`config.mk`:
```
export PLATFORM = sky130hd
export DESIGN_NAME = weighted_shuffle_picker_top
export DESIGN_NICKNAME = d
export VERILOG_FILES = /design/src/rtl/core/wsp_pkg.sv /design/src/rtl/core/wsp_ctrl.sv /design/src/rtl/core/wsp_datapath.sv /design/src/rtl/core/weighted_shuffle_picker_top.sv
export SDC_FILE = /design/constraint.sdc
export NUM_CORES = 2
export LEC_CHECK = 0
export BUFFER_PORTS_ARGS = -buffer_cell sky130_fd_sc_hd__buf_4
export CAP_MARGIN = 20
export CORE_ASPECT_RATIO = 0.8
export CORE_MARGIN = 3
export CORE_UTILIZATION = 50
export DETAILED_ROUTE_END_ITERATION = 10
export GPL_TIMING_DRIVEN = 0
export PLACE_DENSITY = 0.66
export SYNTH_ARGS = -nofsm -noshare
export SYNTH_HDL_FRONTEND = slang
export SYNTH_SLANG_ARGS = --single-unit
```
`constraint.sdc`:
```
create_clock -name i_clk -period 7.4 [get_ports i_clk]
set_clock_uncertainty 0.1 [all_clocks]
set_input_delay 1.85 -clock i_clk [delete_from_list [all_inputs] [get_ports i_clk]]
set_output_delay 1.85 -clock i_clk [all_outputs]
set_load 0.05 [all_outputs]
```
`src/rtl/core/wsp_pkg.sv`:
```
`timescale 1ns / 1ps

package wsp_pkg;

    localparam int HANDLE_W    = 32;
    localparam int IN_WEIGHT_W = 16;
    localparam int RND_W       = 32;
    localparam int SLOT_W      = 4;
    localparam int LEFT_W      = 5;
    localparam int ACTION_W    = 2;

    // slave tdata: handle, weight, random word
    localparam int S_TDATA_W   = 80;
    // master tdata: handle, slot, left count, zero pad to 48
    localparam int M_TDATA_W   = 48;
    localparam int M_PAD_W     = M_TDATA_W - HANDLE_W - SLOT_W - LEFT_W;

    typedef enum logic [ACTION_W-1:0] {
        ACT_CLEAR   = 2'd0,
        ACT_APPEND  = 2'd1,
        ACT_PULL    = 2'd2,
        ACT_RESTORE = 2'd3
    } t_action;

    typedef struct packed {
        logic clear;
        logic append;
        logic restore;
        logic pull_start;
        logic div_step;
        logic walk_start;
        logic sel_latch;
        logic load_out;
    } t_cmd;

    typedef struct packed {
        logic any_avail;
        logic div_last;
        logic walk_done;
    } t_status;

endpackage

```
`src/rtl/core/wsp_ctrl.sv`:
```
`timescale 1ns / 1ps

module wsp_ctrl (
    input  logic                          i_clk,
    input  logic                          i_rst_n,
    input  logic                          i_s_tvalid,
    input  logic [wsp_pkg::ACTION_W-1:0]  i_action,
    output logic                          o_s_tready,
    input  logic                          i_m_tready,
    output logic                          o_m_tvalid,
    input  wsp_pkg::t_status              i_status,
    output wsp_pkg::t_cmd                 o_cmd
);

    typedef enum logic [2:0] {
        ST_IDLE,
        ST_DIV,
        ST_WALK,
        ST_READ,
        ST_DONE
    } t_state;

    t_state           r_state;
    logic             r_s_ready;
    logic             r_m_valid;
    logic             accept;
    logic             out_free;
    wsp_pkg::t_action action;

    assign accept   = i_s_tvalid && r_s_ready;
    assign out_free = !r_m_valid || i_m_tready;
    assign action   = wsp_pkg::t_action'(i_action);

    always_comb begin
        o_cmd = '0;
        case (r_state)
            ST_IDLE: begin
                if (accept) begin
                    case (action)
                        wsp_pkg::ACT_CLEAR:   o_cmd.clear      = 1'b1;
                        wsp_pkg::ACT_APPEND:  o_cmd.append     = 1'b1;
                        wsp_pkg::ACT_RESTORE: o_cmd.restore    = 1'b1;
                        wsp_pkg::ACT_PULL:    o_cmd.pull_start = 1'b1;
                        default:              o_cmd.clear      = 1'b0;
                    endcase
                end
            end
            ST_DIV: begin
                o_cmd.div_step   = 1'b1;
                o_cmd.walk_start = i_status.div_last;
            end
            ST_WALK: begin
                o_cmd.sel_latch = i_status.walk_done;
            end
            ST_DONE: begin
                o_cmd.load_out = out_free;
            end
            default: o_cmd = '0;
        endcase
    end

    always_ff @(posedge i_clk) begin
        if (!i_rst_n) begin
            r_state   <= ST_IDLE;
            r_s_ready <= 1'b1;
            r_m_valid <= 1'b0;
        end else begin
            // a new result replaces the one being taken in the same cycle
            if (o_cmd.load_out) begin
                r_m_valid <= 1'b1;
            end else if (r_m_valid && i_m_tready) begin
                r_m_valid <= 1'b0;
            end
            case (r_state)
                ST_IDLE: begin
                    if (accept && action == wsp_pkg::ACT_PULL) begin
                        r_s_ready <= 1'b0;
                        // empty list: report not found straight away
                        r_state   <= i_status.any_avail ? ST_DIV : ST_DONE;
                    end
                end
                ST_DIV: begin
                    if (i_status.div_last) begin
                        r_state <= ST_WALK;
                    end
                end
                ST_WALK: begin
                    if (i_status.walk_done) begin
                        r_state <= ST_READ;
                    end
                end
                ST_READ: begin
                    r_state <= ST_DONE;
                end
                ST_DONE: begin
                    if (out_free) begin
                        r_s_ready <= 1'b1;
                        r_state   <= ST_IDLE;
                    end
                end
                default: r_state <= ST_IDLE;
            endcase
        end
    end

    assign o_s_tready = r_s_ready;
    assign o_m_tvalid = r_m_valid;

endmodule

```
`src/rtl/core/wsp_datapath.sv`:
```
`timescale 1ns / 1ps

module wsp_datapath #(
    parameter int ENTRIES     = 16,
    parameter int WEIGHT_BITS = 16
) (
    input  logic                             i_clk,
    input  logic                             i_rst_n,
    input  wsp_pkg::t_cmd                    i_cmd,
    output wsp_pkg::t_status                 o_status,
    input  logic [wsp_pkg::HANDLE_W-1:0]     i_handle,
    input  logic [wsp_pkg::IN_WEIGHT_W-1:0]  i_weight,
    input  logic [wsp_pkg::RND_W-1:0]        i_rnd,
    output logic [wsp_pkg::HANDLE_W-1:0]     o_handle,
    output logic [wsp_pkg::SLOT_W-1:0]       o_slot,
    output logic                             o_found,
    output logic [wsp_pkg::LEFT_W-1:0]       o_left
);

    localparam int IDX_W  = (ENTRIES > 1) ? $clog2(ENTRIES) : 1;
    localparam int CNT_W  = $clog2(ENTRIES + 1);
    localparam int SUM_W  = WEIGHT_BITS + CNT_W;
    localparam int DIV_W  = SUM_W + 1;
    localparam int MEM_W  = wsp_pkg::HANDLE_W + WEIGHT_BITS;
    localparam int DCNT_W = $clog2(wsp_pkg::RND_W);

    // entry store: handle above weight
    logic [MEM_W-1:0]             r_mem [ENTRIES];
    logic [MEM_W-1:0]             r_rd_q;

    logic [ENTRIES-1:0]           r_mask;
    logic [CNT_W-1:0]             r_loaded;
    logic [CNT_W-1:0]             r_avail_cnt;
    logic [SUM_W-1:0]             r_rem_sum;
    logic [SUM_W-1:0]             r_load_sum;
    logic                         r_found;

    logic [wsp_pkg::RND_W-1:0]    r_q;
    logic [DIV_W-1:0]             r_rem;
    logic [DIV_W-1:0]             r_div_d;
    logic [DCNT_W-1:0]            r_div_cnt;

    logic [IDX_W-1:0]             r_idx;
    logic                         r_issue;
    logic                         r_ev_vld;
    logic [IDX_W-1:0]             r_ev_idx;
    logic [SUM_W-1:0]             r_run;
    logic                         r_picked;
    logic [IDX_W-1:0]             r_pick_idx;
    logic                         r_have_first;
    logic [IDX_W-1:0]             r_first_idx;
    logic                         r_have_nz;
    logic [IDX_W-1:0]             r_nz_idx;
    logic [IDX_W-1:0]             r_sel;

    logic [wsp_pkg::HANDLE_W-1:0] r_out_handle;
    logic [wsp_pkg::SLOT_W-1:0]   r_out_slot;
    logic                         r_out_found;
    logic [wsp_pkg::LEFT_W-1:0]   r_out_left;

    logic [WEIGHT_BITS-1:0]       w_in;
    logic [WEIGHT_BITS-1:0]       ev_w;
    logic [wsp_pkg::HANDLE_W-1:0] ev_handle;
    logic [SUM_W-1:0]             run_n;
    logic                         v_lt_s;
    logic                         ev_act;
    logic                         ev_hit;
    logic [DIV_W:0]               div_t;
    logic                         div_ge;
    logic [DIV_W-1:0]             n_rem;
    logic                         issue_last;
    logic [IDX_W-1:0]             chosen;
    logic [IDX_W-1:0]             rd_addr;
    logic                         append_ok;
    logic [IDX_W-1:0]             wr_idx;
    logic [ENTRIES-1:0]           n_restore_mask;

    assign w_in      = WEIGHT_BITS'(i_weight);
    assign ev_w      = r_rd_q[WEIGHT_BITS-1:0];
    assign ev_handle = r_rd_q[MEM_W-1:WEIGHT_BITS];
    assign run_n     = r_run + SUM_W'(ev_w);
    assign v_lt_s    = r_rem < DIV_W'(r_rem_sum);
    assign ev_act    = r_ev_vld && !r_picked && r_mask[r_ev_idx];
    assign ev_hit    = v_lt_s && (DIV_W'(run_n) > r_rem);

    // one restoring step of random_word mod (remaining + 1)
    assign div_t  = {r_rem, r_q[wsp_pkg::RND_W-1]};
    assign div_ge = div_t >= {1'b0, r_div_d};
    assign n_rem  = div_ge ? DIV_W'(div_t - {1'b0, r_div_d}) : DIV_W'(div_t);

    assign issue_last = (CNT_W'(r_idx) + CNT_W'(1)) == r_loaded;
    assign chosen     = r_picked ? r_pick_idx : (r_have_nz ? r_nz_idx : r_first_idx);
    assign rd_addr    = r_issue ? r_idx : r_sel;
    assign append_ok  = r_loaded < CNT_W'(ENTRIES);
    assign wr_idx     = r_loaded[IDX_W-1:0];

    always_comb begin
        for (int i = 0; i < ENTRIES; i++) begin
            n_restore_mask[i] = CNT_W'(i) < r_loaded;
        end
    end

    always_ff @(posedge i_clk) begin
        if (i_cmd.append && append_ok) begin
            r_mem[wr_idx] <= {i_handle, w_in};
        end
        r_rd_q <= r_mem[rd_addr];
    end

    // list state
    always_ff @(posedge i_clk) begin
        if (!i_rst_n) begin
            r_mask      <= '0;
            r_loaded    <= '0;
            r_avail_cnt <= '0;
            r_rem_sum   <= '0;
            r_load_sum  <= '0;
        end else if (i_cmd.clear) begin
            r_mask      <= '0;
            r_loaded    <= '0;
            r_avail_cnt <= '0;
            r_rem_sum   <= '0;
            r_load_sum  <= '0;
        end else if (i_cmd.append) begin
            if (append_ok) begin
                r_mask[wr_idx] <= 1'b1;
                r_loaded       <= r_loaded + CNT_W'(1);
                r_avail_cnt    <= r_avail_cnt + CNT_W'(1);
                r_rem_sum      <= r_rem_sum + SUM_W'(w_in);
                r_load_sum     <= r_load_sum + SUM_W'(w_in);
            end
        end else if (i_cmd.restore) begin
            r_mask      <= n_restore_mask;
            r_avail_cnt <= r_loaded;
            r_rem_sum   <= r_load_sum;
        end else if (i_cmd.load_out && r_found) begin
            r_mask[r_sel] <= 1'b0;
            r_avail_cnt   <= r_avail_cnt - CNT_W'(1);
            r_rem_sum     <= r_rem_sum - SUM_W'(ev_w);
        end
    end

    // walk control
    always_ff @(posedge i_clk) begin
        if (!i_rst_n) begin
            r_issue  <= 1'b0;
            r_ev_vld <= 1'b0;
        end else if (i_cmd.walk_start) begin
            r_issue  <= 1'b1;
            r_ev_vld <= 1'b0;
        end else if (i_cmd.sel_latch) begin
            r_issue  <= 1'b0;
            r_ev_vld <= 1'b0;
        end else begin
            r_ev_vld <= r_issue;
            if (r_issue && issue_last) begin
                r_issue <= 1'b0;
            end
        end
    end

    always_ff @(posedge i_clk) begin
        if (i_cmd.pull_start) begin
            r_found   <= r_avail_cnt != '0;
            r_q       <= i_rnd;
            r_rem     <= '0;
            r_div_d   <= DIV_W'(r_rem_sum) + DIV_W'(1);
            r_div_cnt <= '0;
        end else if (i_cmd.div_step) begin
            r_q       <= r_q << 1;
            r_rem     <= n_rem;
            r_div_cnt <= r_div_cnt + DCNT_W'(1);
        end

        if (i_cmd.walk_start) begin
            r_idx        <= '0;
            r_run        <= '0;
            r_picked     <= 1'b0;
            r_have_first <= 1'b0;
            r_have_nz    <= 1'b0;
        end else begin
            if (r_issue) begin
                r_idx <= r_idx + IDX_W'(1);
            end
            r_ev_idx <= r_idx;
            if (ev_act) begin
                r_run <= run_n;
                if (ev_hit) begin
                    r_picked   <= 1'b1;
                    r_pick_idx <= r_ev_idx;
                end
                if (!r_have_first) begin
                    r_have_first <= 1'b1;
                    r_first_idx  <= r_ev_idx;
                end
                if (ev_w != '0) begin
                    r_have_nz <= 1'b1;
                    r_nz_idx  <= r_ev_idx;
                end
            end
        end

        if (i_cmd.sel_latch) begin
            r_sel <= chosen;
        end

        if (i_cmd.load_out) begin
            r_out_found <= r_found;
            if (r_found) begin
                r_out_handle <= ev_handle;
                r_out_slot   <= wsp_pkg::SLOT_W'(r_sel);
                r_out_left   <= wsp_pkg::LEFT_W'(r_avail_cnt - CNT_W'(1));
            end else begin
                r_out_handle <= '0;
                r_out_slot   <= '0;
                r_out_left   <= '0;
            end
        end
    end

    assign o_status.any_avail = r_avail_cnt != '0;
    assign o_status.div_last  = r_div_cnt == DCNT_W'(wsp_pkg::RND_W - 1);
    assign o_status.walk_done = r_picked || (!r_issue && !r_ev_vld);

    assign o_handle = r_out_handle;
    assign o_slot   = r_out_slot;
    assign o_found  = r_out_found;
    assign o_left   = r_out_left;

endmodule

```
`src/rtl/core/weighted_shuffle_picker_top.sv`:
```
`timescale 1ns / 1ps
// Channel  | Dir | tdata (low bit up)                          | tuser
// s_axis   | in  | entry_handle 32, entry_weight 16, random 32 | action 2
// m_axis   | out | picked_handle 32, picked_slot 4,            | found 1
//          |     | left_after 5, zero pad 7                    |
// Clear, append and restore finish in the cycle they are accepted.
// A pull runs a 32-step restoring modulo, then a walk over the entry store
// at one read per cycle.
// A pull on an empty list skips the modulo and the walk and reports not found.
// Reset is synchronous, active low, and empties the list.
// A waiting result holds the pull path in its final state until taken.

module weighted_shuffle_picker_top #(
    parameter int ENTRIES     = 16,
    parameter int WEIGHT_BITS = 16
) (
    input  logic                              i_clk,
    input  logic                              i_rst_n,
    input  logic                              s_axis_tvalid,
    output logic                              s_axis_tready,
    // entry_handle, entry_weight, random_word
    input  logic [wsp_pkg::S_TDATA_W-1:0]     s_axis_tdata,
    // action
    input  logic [wsp_pkg::ACTION_W-1:0]      s_axis_tuser,
    output logic                              m_axis_tvalid,
    input  logic                              m_axis_tready,
    // picked_handle, picked_slot, left_after, zero pad
    output logic [wsp_pkg::M_TDATA_W-1:0]     m_axis_tdata,
    // found
    output logic                              m_axis_tuser
);

    wsp_pkg::t_cmd                   cmd;
    wsp_pkg::t_status                status;
    logic [wsp_pkg::HANDLE_W-1:0]    picked_handle;
    logic [wsp_pkg::SLOT_W-1:0]      picked_slot;
    logic [wsp_pkg::LEFT_W-1:0]      left_after;
    logic                            found;

    wsp_ctrl u_ctrl (
        .i_clk      (i_clk),
        .i_rst_n    (i_rst_n),
        .i_s_tvalid (s_axis_tvalid),
        .i_action   (s_axis_tuser),
        .o_s_tready (s_axis_tready),
        .i_m_tready (m_axis_tready),
        .o_m_tvalid (m_axis_tvalid),
        .i_status   (status),
        .o_cmd      (cmd)
    );

    wsp_datapath #(
        .ENTRIES     (ENTRIES),
        .WEIGHT_BITS (WEIGHT_BITS)
    ) u_datapath (
        .i_clk    (i_clk),
        .i_rst_n  (i_rst_n),
        .i_cmd    (cmd),
        .o_status (status),
        .i_handle (s_axis_tdata[31:0]),
        .i_weight (s_axis_tdata[47:32]),
        .i_rnd    (s_axis_tdata[79:48]),
        .o_handle (picked_handle),
        .o_slot   (picked_slot),
        .o_found  (found),
        .o_left   (left_after)
    );

    assign m_axis_tdata = {{wsp_pkg::M_PAD_W{1'b0}}, left_after, picked_slot, picked_handle};
    assign m_axis_tuser = found;

endmodule

```
Word-level counts from Yosys, hierarchy flattened
Memories as Yosys holds them, arrays and structs flattened. A register that Yosys moved wholly into a read port is not among the register bits. Index checks and enable logic that the tools add are counted.

RAM bits: 768. Input bits: 86. Word-level logic and storage cells: 174. Memories: 1. Register bits after elaboration: 247. Output and inout port bits: 51.

Memory list: u_datapath.r_mem (depth 16, bits a word 48, rd ports 1, clocked after memory_dff 1, write ports 1, line wsp_datapath.sv:28) `logic [MEM_W-1:0] r_mem [ENTRIES];`.

Add/sub/neg operators: 12. Bitwise gates (word level): 6. Mux-type cells: 49. Eq/ne operators: 14. $lt $le $gt $ge: 25. Reductions and logical operators: 38.

Operator list (count): $mux 21 (4); $mux 16 (4); $mux 32 (2); $add 21x16->21 (3); $lt 4x5->1 const A (8); $ge 23x22->1 (1); $add 21x1->22 const B (1); $gt 21x22->1 (1); $lt 22x21->1 (1); $mux 22 (1); $sub 22x22->22 (1); $sub 21x16->21 (1); $lt 3x5->1 const A (4); $mux 4 (5); $mux 5 (4); $mux 1 (18); $and 16x16->16 (1); $not 16->16 (1); $or 16x16->16 (1); $reduce_bool 16->1 (1); $add 5x1->5 const B (3); $lt 4x5->1 const B (3); $mux 3 (5); $pmux 3 s5 (1); 34 further kinds (69).

Longest topological paths before layout
Depth in word-level cells: 9. Mapped depth: 18. Depth with buffers taken out: 18.

Modules after synthesis
From an unflattened synthesis, not the netlist that was laid out.

Cells, all modules: 3131. Area, all modules: 46378.2 sq um.

By module, submodules not included: wsp_datapath (times used 1, cells each 3081, sequential area each 30038.8 sq um, area each 45986.6 sq um); wsp_ctrl (times used 1, cells each 42, sequential area each 100.1 sq um, area each 335.3 sq um); weighted_shuffle_picker_top (times used 1, cells each 8, sequential area each 0.0 sq um, area each 56.3 sq um).

Worst setup path before layout
OpenSTA, ideal clock, no wires.

Path kind: input -> register. From: input s_axis_tuser[1] (netlist bit). To: register u_datapath.r_mask[2]. Arrival time: 6819 ps. Setup slack: 405 ps. Path buffers: 1. Required time: 7224 ps. Library setup time: 76 ps. Stages: 8. Cell sequence: clkbuf_1 -> and3b_1 -> nand3_1 -> nor2_1 -> nand2_1 -> nor3_1 -> o21ai_0 -> a21oi_1.

Cells in the longest elaborated chain, start to end: 6. Elaborated cells on any way between the ends: 14. Those cells by class: 3 x eq/ne; 7 x mux; 4 x reduce/logical.

Ends and longest elaborated chain: start: declaration (line weighted_shuffle_picker_top.sv:24) `input logic [wsp_pkg::ACTION_W-1:0] s_axis_tuser,`; $eq 2x1->1 or $eq 2x2->1 (tied branches) (line wsp_ctrl.sv:39) `case (action)`; $mux 1 (line wsp_ctrl.sv:39); $mux 4 * (line wsp_ctrl.sv:38) `if (accept) begin`; $mux 4 * (line wsp_ctrl.sv:36) `case (r_state)`; $ne 2x2->1 (no line), or another cell as far along; $reduce_and 2->1 (no line) or $mux 16 (tied branches); end signal: assignment (line wsp_datapath.sv:133) `r_mask <= n_restore_mask;`; end: declaration (line wsp_datapath.sv:31) `logic [ENTRIES-1:0] r_mask;`.

Mark *: on every way between the ends. The rest lies on a longest branch, timed or not. A chain may end at the register's enable or synchronous reset.

Worst setup path after layout
From: register u_datapath.r_rd_q[0], read port of u_datapath.r_mem. To: register u_datapath.r_pick_idx[0], enable pin.

Cells in the longest elaborated chain, start to end: 4.

Ends and longest elaborated chain: start: declaration (line wsp_datapath.sv:29) `logic [MEM_W-1:0] r_rd_q;`; $add 21x16->21 (line wsp_datapath.sv:81) `assign run_n = r_run + SUM_W'(ev_w);`; via u_datapath.run_n[20] (line wsp_datapath.sv:64) `logic [SUM_W-1:0] run_n;`; $gt 21x22->1 (line wsp_datapath.sv:84) `assign ev_hit = v_lt_s && (DIV_W'(run_n) > r_rem);`; $logic_and 1x1->1 (line wsp_datapath.sv:84); $reduce_and 3->1 (no line); end signal: assignment (line wsp_datapath.sv:190) `r_pick_idx <= r_ev_idx;`; end: declaration (line wsp_datapath.sv:49) `logic [IDX_W-1:0] r_pick_idx;`.

The timed path passes the listed nets, and every way through them passes these cells.

==> results.py <==
metrics = {
    "status": {
        "status": "completed",
    },
    "pwr": {
        "power.density_nw_per_um2": 259,
        "leakage_nw": 18.5,
        "irDropWorstVdd_uv": 212,
    },
    "grt": {
        "grt_max_degree": 49,
        "track_usage_pct": 24.5,
        "grt-ovfl-total": 0,
        "antenna_found_initial": 5,
        "grt_pass1_vias": 27538,
        "gr-max-usage-layer": "met1",
        "use_met2_pct": 35.2,
        "gr-usage-met3_pct": 5.96,
        "grt_first_pass_wirelength_um": 177000,
        "grtUsageMet1_pct": 37.5,
    },
    "critical_path": {
        "r2r-start": "u_datapath.r_rd_q[0]",
        "worst_setup_path_start_kind": "register",
        "cp.required_ns": 7.63,
        "cp.buffers_inverters": 0,
        "path_max_fanout": 4,
        "cp_num_cells": 18,
        "cpLargestDelayFamily": "compound AO/OA/AOI/OAI gates",
        "critPathLaunch": "u_datapath.r_rd_q[0]",
        "end_kind": "register",
        "cpPeakStageDelay_ns": 0.44,
        "crit_chain": "ha_1 > fa_1 > a211oi_1 > o21ai_0 > a211oi_1 > o21a_1 > o31ai_1 > a21oi_1 > nor2_1 > xor2_1 > ha_1 > nand4_1 > nor3_1 > nand4_1 > o211ai_1 > nor3_1 > o21ai_0 > nor2_1",
        "worstRegToRegCells": 18,
        "critPathSlowestCell": "a211oi_1",
        "path_class": "register to register",
        "cp.arrival_ns": 5.33,
    },
    "routing": {
        "drt_pre_antenna_iters": 5,
        "via_per_inst": 5.97,
        "wire_per_inst_um": 24.8,
        "drc": 0,
        "ant_nets": 0,
        "drt-total-wl_um": 119000,
        "drt_iter0_drc": 3279,
        "vias": 28790,
    },
    "sta": {
        "worst-slew-pin-transition_ns": 1.05,
        "rsz0062_at_grt": "no",
        "hold_viol_final": 0,
        "hold_slack_ns": 0.343,
        "fin_crit_sh_pct": 69.0,
        "fin_crit_ns": 5.10,
        "slew-limit-headroom_pct": 28.2,
        "setup_viol": 0,
        "fmax_mhz": 196,
        "slew_violations": 0,
    },
    "flow_run": {
        "cap_violations": 0,
    },
    "yosys": {
        "syn_avg_cell_area_sq_um": 14.4,
        "synthArstFlopShare_pct": 0,
        "synth_edf_count": 885,
        "synthCells": 3232,
        "yosysTopAreaCellShare_pct": 57.3,
        "synth.most_common_cell": "edfxtp_1",
        "ys_ff_latch": 1063,
        "synth.distinct_cells": 80,
        "synthFlopType": "edfxtp_1",
        "seq_area_frac_synth_pct": 65.0,
        "synth_area_sq_um": 46400,
        "yosysTopAreaCell": "edfxtp_1",
        "ys_warn_count": 0,
        "yosys-top-cells-count": "edfxtp_1 (885), nand2_1 (353), mux4_2 (197)",
        "synth.area.top_cells": "edfxtp_1 (57%), mux4_2 (9.6%), dfxtp_1 (7.7%)",
    },
    "cells_and_area": {
        "fin_nets": 3745,
        "synthToLayoutAreaGrowth_pct": 14.5,
        "drive_above_1_share_pct": 16.4,
        "stdcell_area_sq_um": 53100,
    },
    "die": {
        "die_height_um": 278,
        "dieArea_sq_um": 96500,
        "start_util_pct": 50.7,
        "coreArea_sq_um": 91500,
        "die_x_um": 347,
        "row_count": 99,
        "io_pins": 137,
    },
    "min_path": {
        "hp-start": "u_datapath.r_idx[2]",
        "whs_path_depth": 0,
        "hold_path_class": "register to register",
    },
    "place": {
        "gp_congestion": 0.941,
        "dpl-instance-area_sq_um": 49700,
        "hpwl_um": 79900,
        "io_buffers": 128,
    },
    "clock_tree": {
        "htree_num_levels": 3,
        "numCtsBuffers": 103,
        "clkSlewWorstSetupHoldPaths_ns": 0.06,
        "clock_sinks": 1063,
        "clk_path_buf_depth": 3,
        "cts_resized": 0,
        "cts_tree": "yes",
        "ctsHoldBuffers": 0,
        "clkLatencyLatePin_ns": 0.67,
        "postCtsSetupBuffers": 0,
        "root_buffer": "clkbuf_16",
    },
}
[per-layer routing]
metal	vias to the layer above	part of all wire, %	routed length (um)
met5	-	0.011	13
met4	2	2.6	3050
met3	203	10	12300
met2	1424	43	50800
met1	14154	45	53200
li1	13007	-	-
[cell type report]
| type | count | area, sq um |
|---|---|---|
| clock buffer | 147 | 2930 |
| multi-input combinational | 1900 | 15300 |
| antenna | 4 | 10.0 |
| fill | 7095 | 38400 |
| sequential | 1063 | 30100 |
| timing repair buffer | 174 | 1670 |
| buffer | 161 | 676 |
| tap | 1212 | 1520 |
| clock inverter | 47 | 490 |
| inverter | 114 | 428 |
[report_power, final]
| group | total [mW] | internal (mW) | switching, mW | leakage (nW) |
|---|---|---|---|---|
| sequential | 6.78 | 6.61 | 0.172 | 9.45 |
| combinational | 1.67 | 0.675 | 0.996 | 7.36 |
| clock | 5.29 | 3.02 | 2.28 | 1.67 |
| total | 13.7 | 10.3 | 3.44 | 18.5 |
[worst register-to-register path, cell delays in order, from the launching register on]
cell and delay [ns]:
dfxtp_1 0.41, ha_1 0.27, fa_1 0.43, a211oi_1 0.32, o21ai_0 0.18, a211oi_1 0.44
o21a_1 0.20, o31ai_1 0.08, a21oi_1 0.32, nor2_1 0.10, xor2_1 0.22, ha_1 0.29
nand4_1 0.13, nor3_1 0.08, nand4_1 0.20, o211ai_1 0.22, nor3_1 0.17, o21ai_0 0.24
nor2_1 0.38
[kinds of logic after synthesis]
| kind of cell | Yosys count | share of synthesized area [%] |
|---|---|---|
| other | 1 | 0.00808 |
| adder cells (fa/ha/maj) | 142 | 3.91 |
| XOR/XNOR | 107 | 2.02 |
| multiplexers | 213 | 9.91 |
| buffers and inverters | 275 | 2.37 |
| AND/OR/NAND/NOR | 809 | 8.25 |
| AO/OA/AOI/OAI | 622 | 8.58 |
| flip-flops | 1063 | 65.0 |
[state kept, by name, indices dropped and copies added, names as in the netlist, 16 cells and up]
| name | count |
|---|---|
| u_datapath.r_mask | 16 |
| u_datapath.r_div_d | 22 |
| u_datapath.r_q | 32 |
| u_datapath.r_rem_sum | 21 |
| u_datapath.r_rd_q | 48 |
| u_datapath.r_mem | 768 |
| u_datapath.r_rem | 22 |
| u_datapath.r_load_sum | 21 |
| u_datapath.o_handle | 32 |
| u_datapath.r_run | 21 |
[path summary, 6_finish.rpt]
kind / endpoint / slack, ns
setup reg to reg: u_datapath.r_pick_idx[0] / 2.30
setup / recovery: u_datapath.r_pick_idx[0] / 2.30
hold reg to reg: u_datapath.r_ev_idx[2] / 0.34
hold / removal: u_datapath.r_ev_idx[2] / 0.34
[stage by stage]
stage               power [mW]  std cells  worst slack, ns  util, %  setup TNS (ns)
finish                    13.7       4822             2.30     58.0               0
CTS                       13.8       4815             2.28     58.0               0
floorplan                 8.02       3238            0.405        -               0
detailed placement        8.54       4621             1.72     54.3               0
global placement          8.51       4578            -4.99     53.4        -1121.90
global route              14.3       4818             1.90     58.0               0
[cell usage in the layout, fill, tap and decap left out, types with 29 or more instances in the layout]
| master | n |
|---|---|
| dfxtp_1 | 178 |
| nand3_1 | 42 |
| o21ai_0 | 115 |
| buf_4 | 138 |
| xnor2_1 | 76 |
| edfxtp_1 | 885 |
| a31oi_1 | 72 |
| nand2_1 | 353 |
| buf_1 | 29 |
| inv_1 | 113 |
| ha_1 | 137 |
| clkbuf_1 | 127 |
| mux4_2 | 197 |
| nor3_1 | 41 |
| a21o_1 | 31 |
| nor2_1 | 117 |
| a211oi_1 | 73 |
| and2_1 | 93 |
| xor2_1 | 31 |
| a21oi_1 | 166 |
| clkbuf_16 | 105 |
No activity file was read; power rests on OpenSTA's default activity.
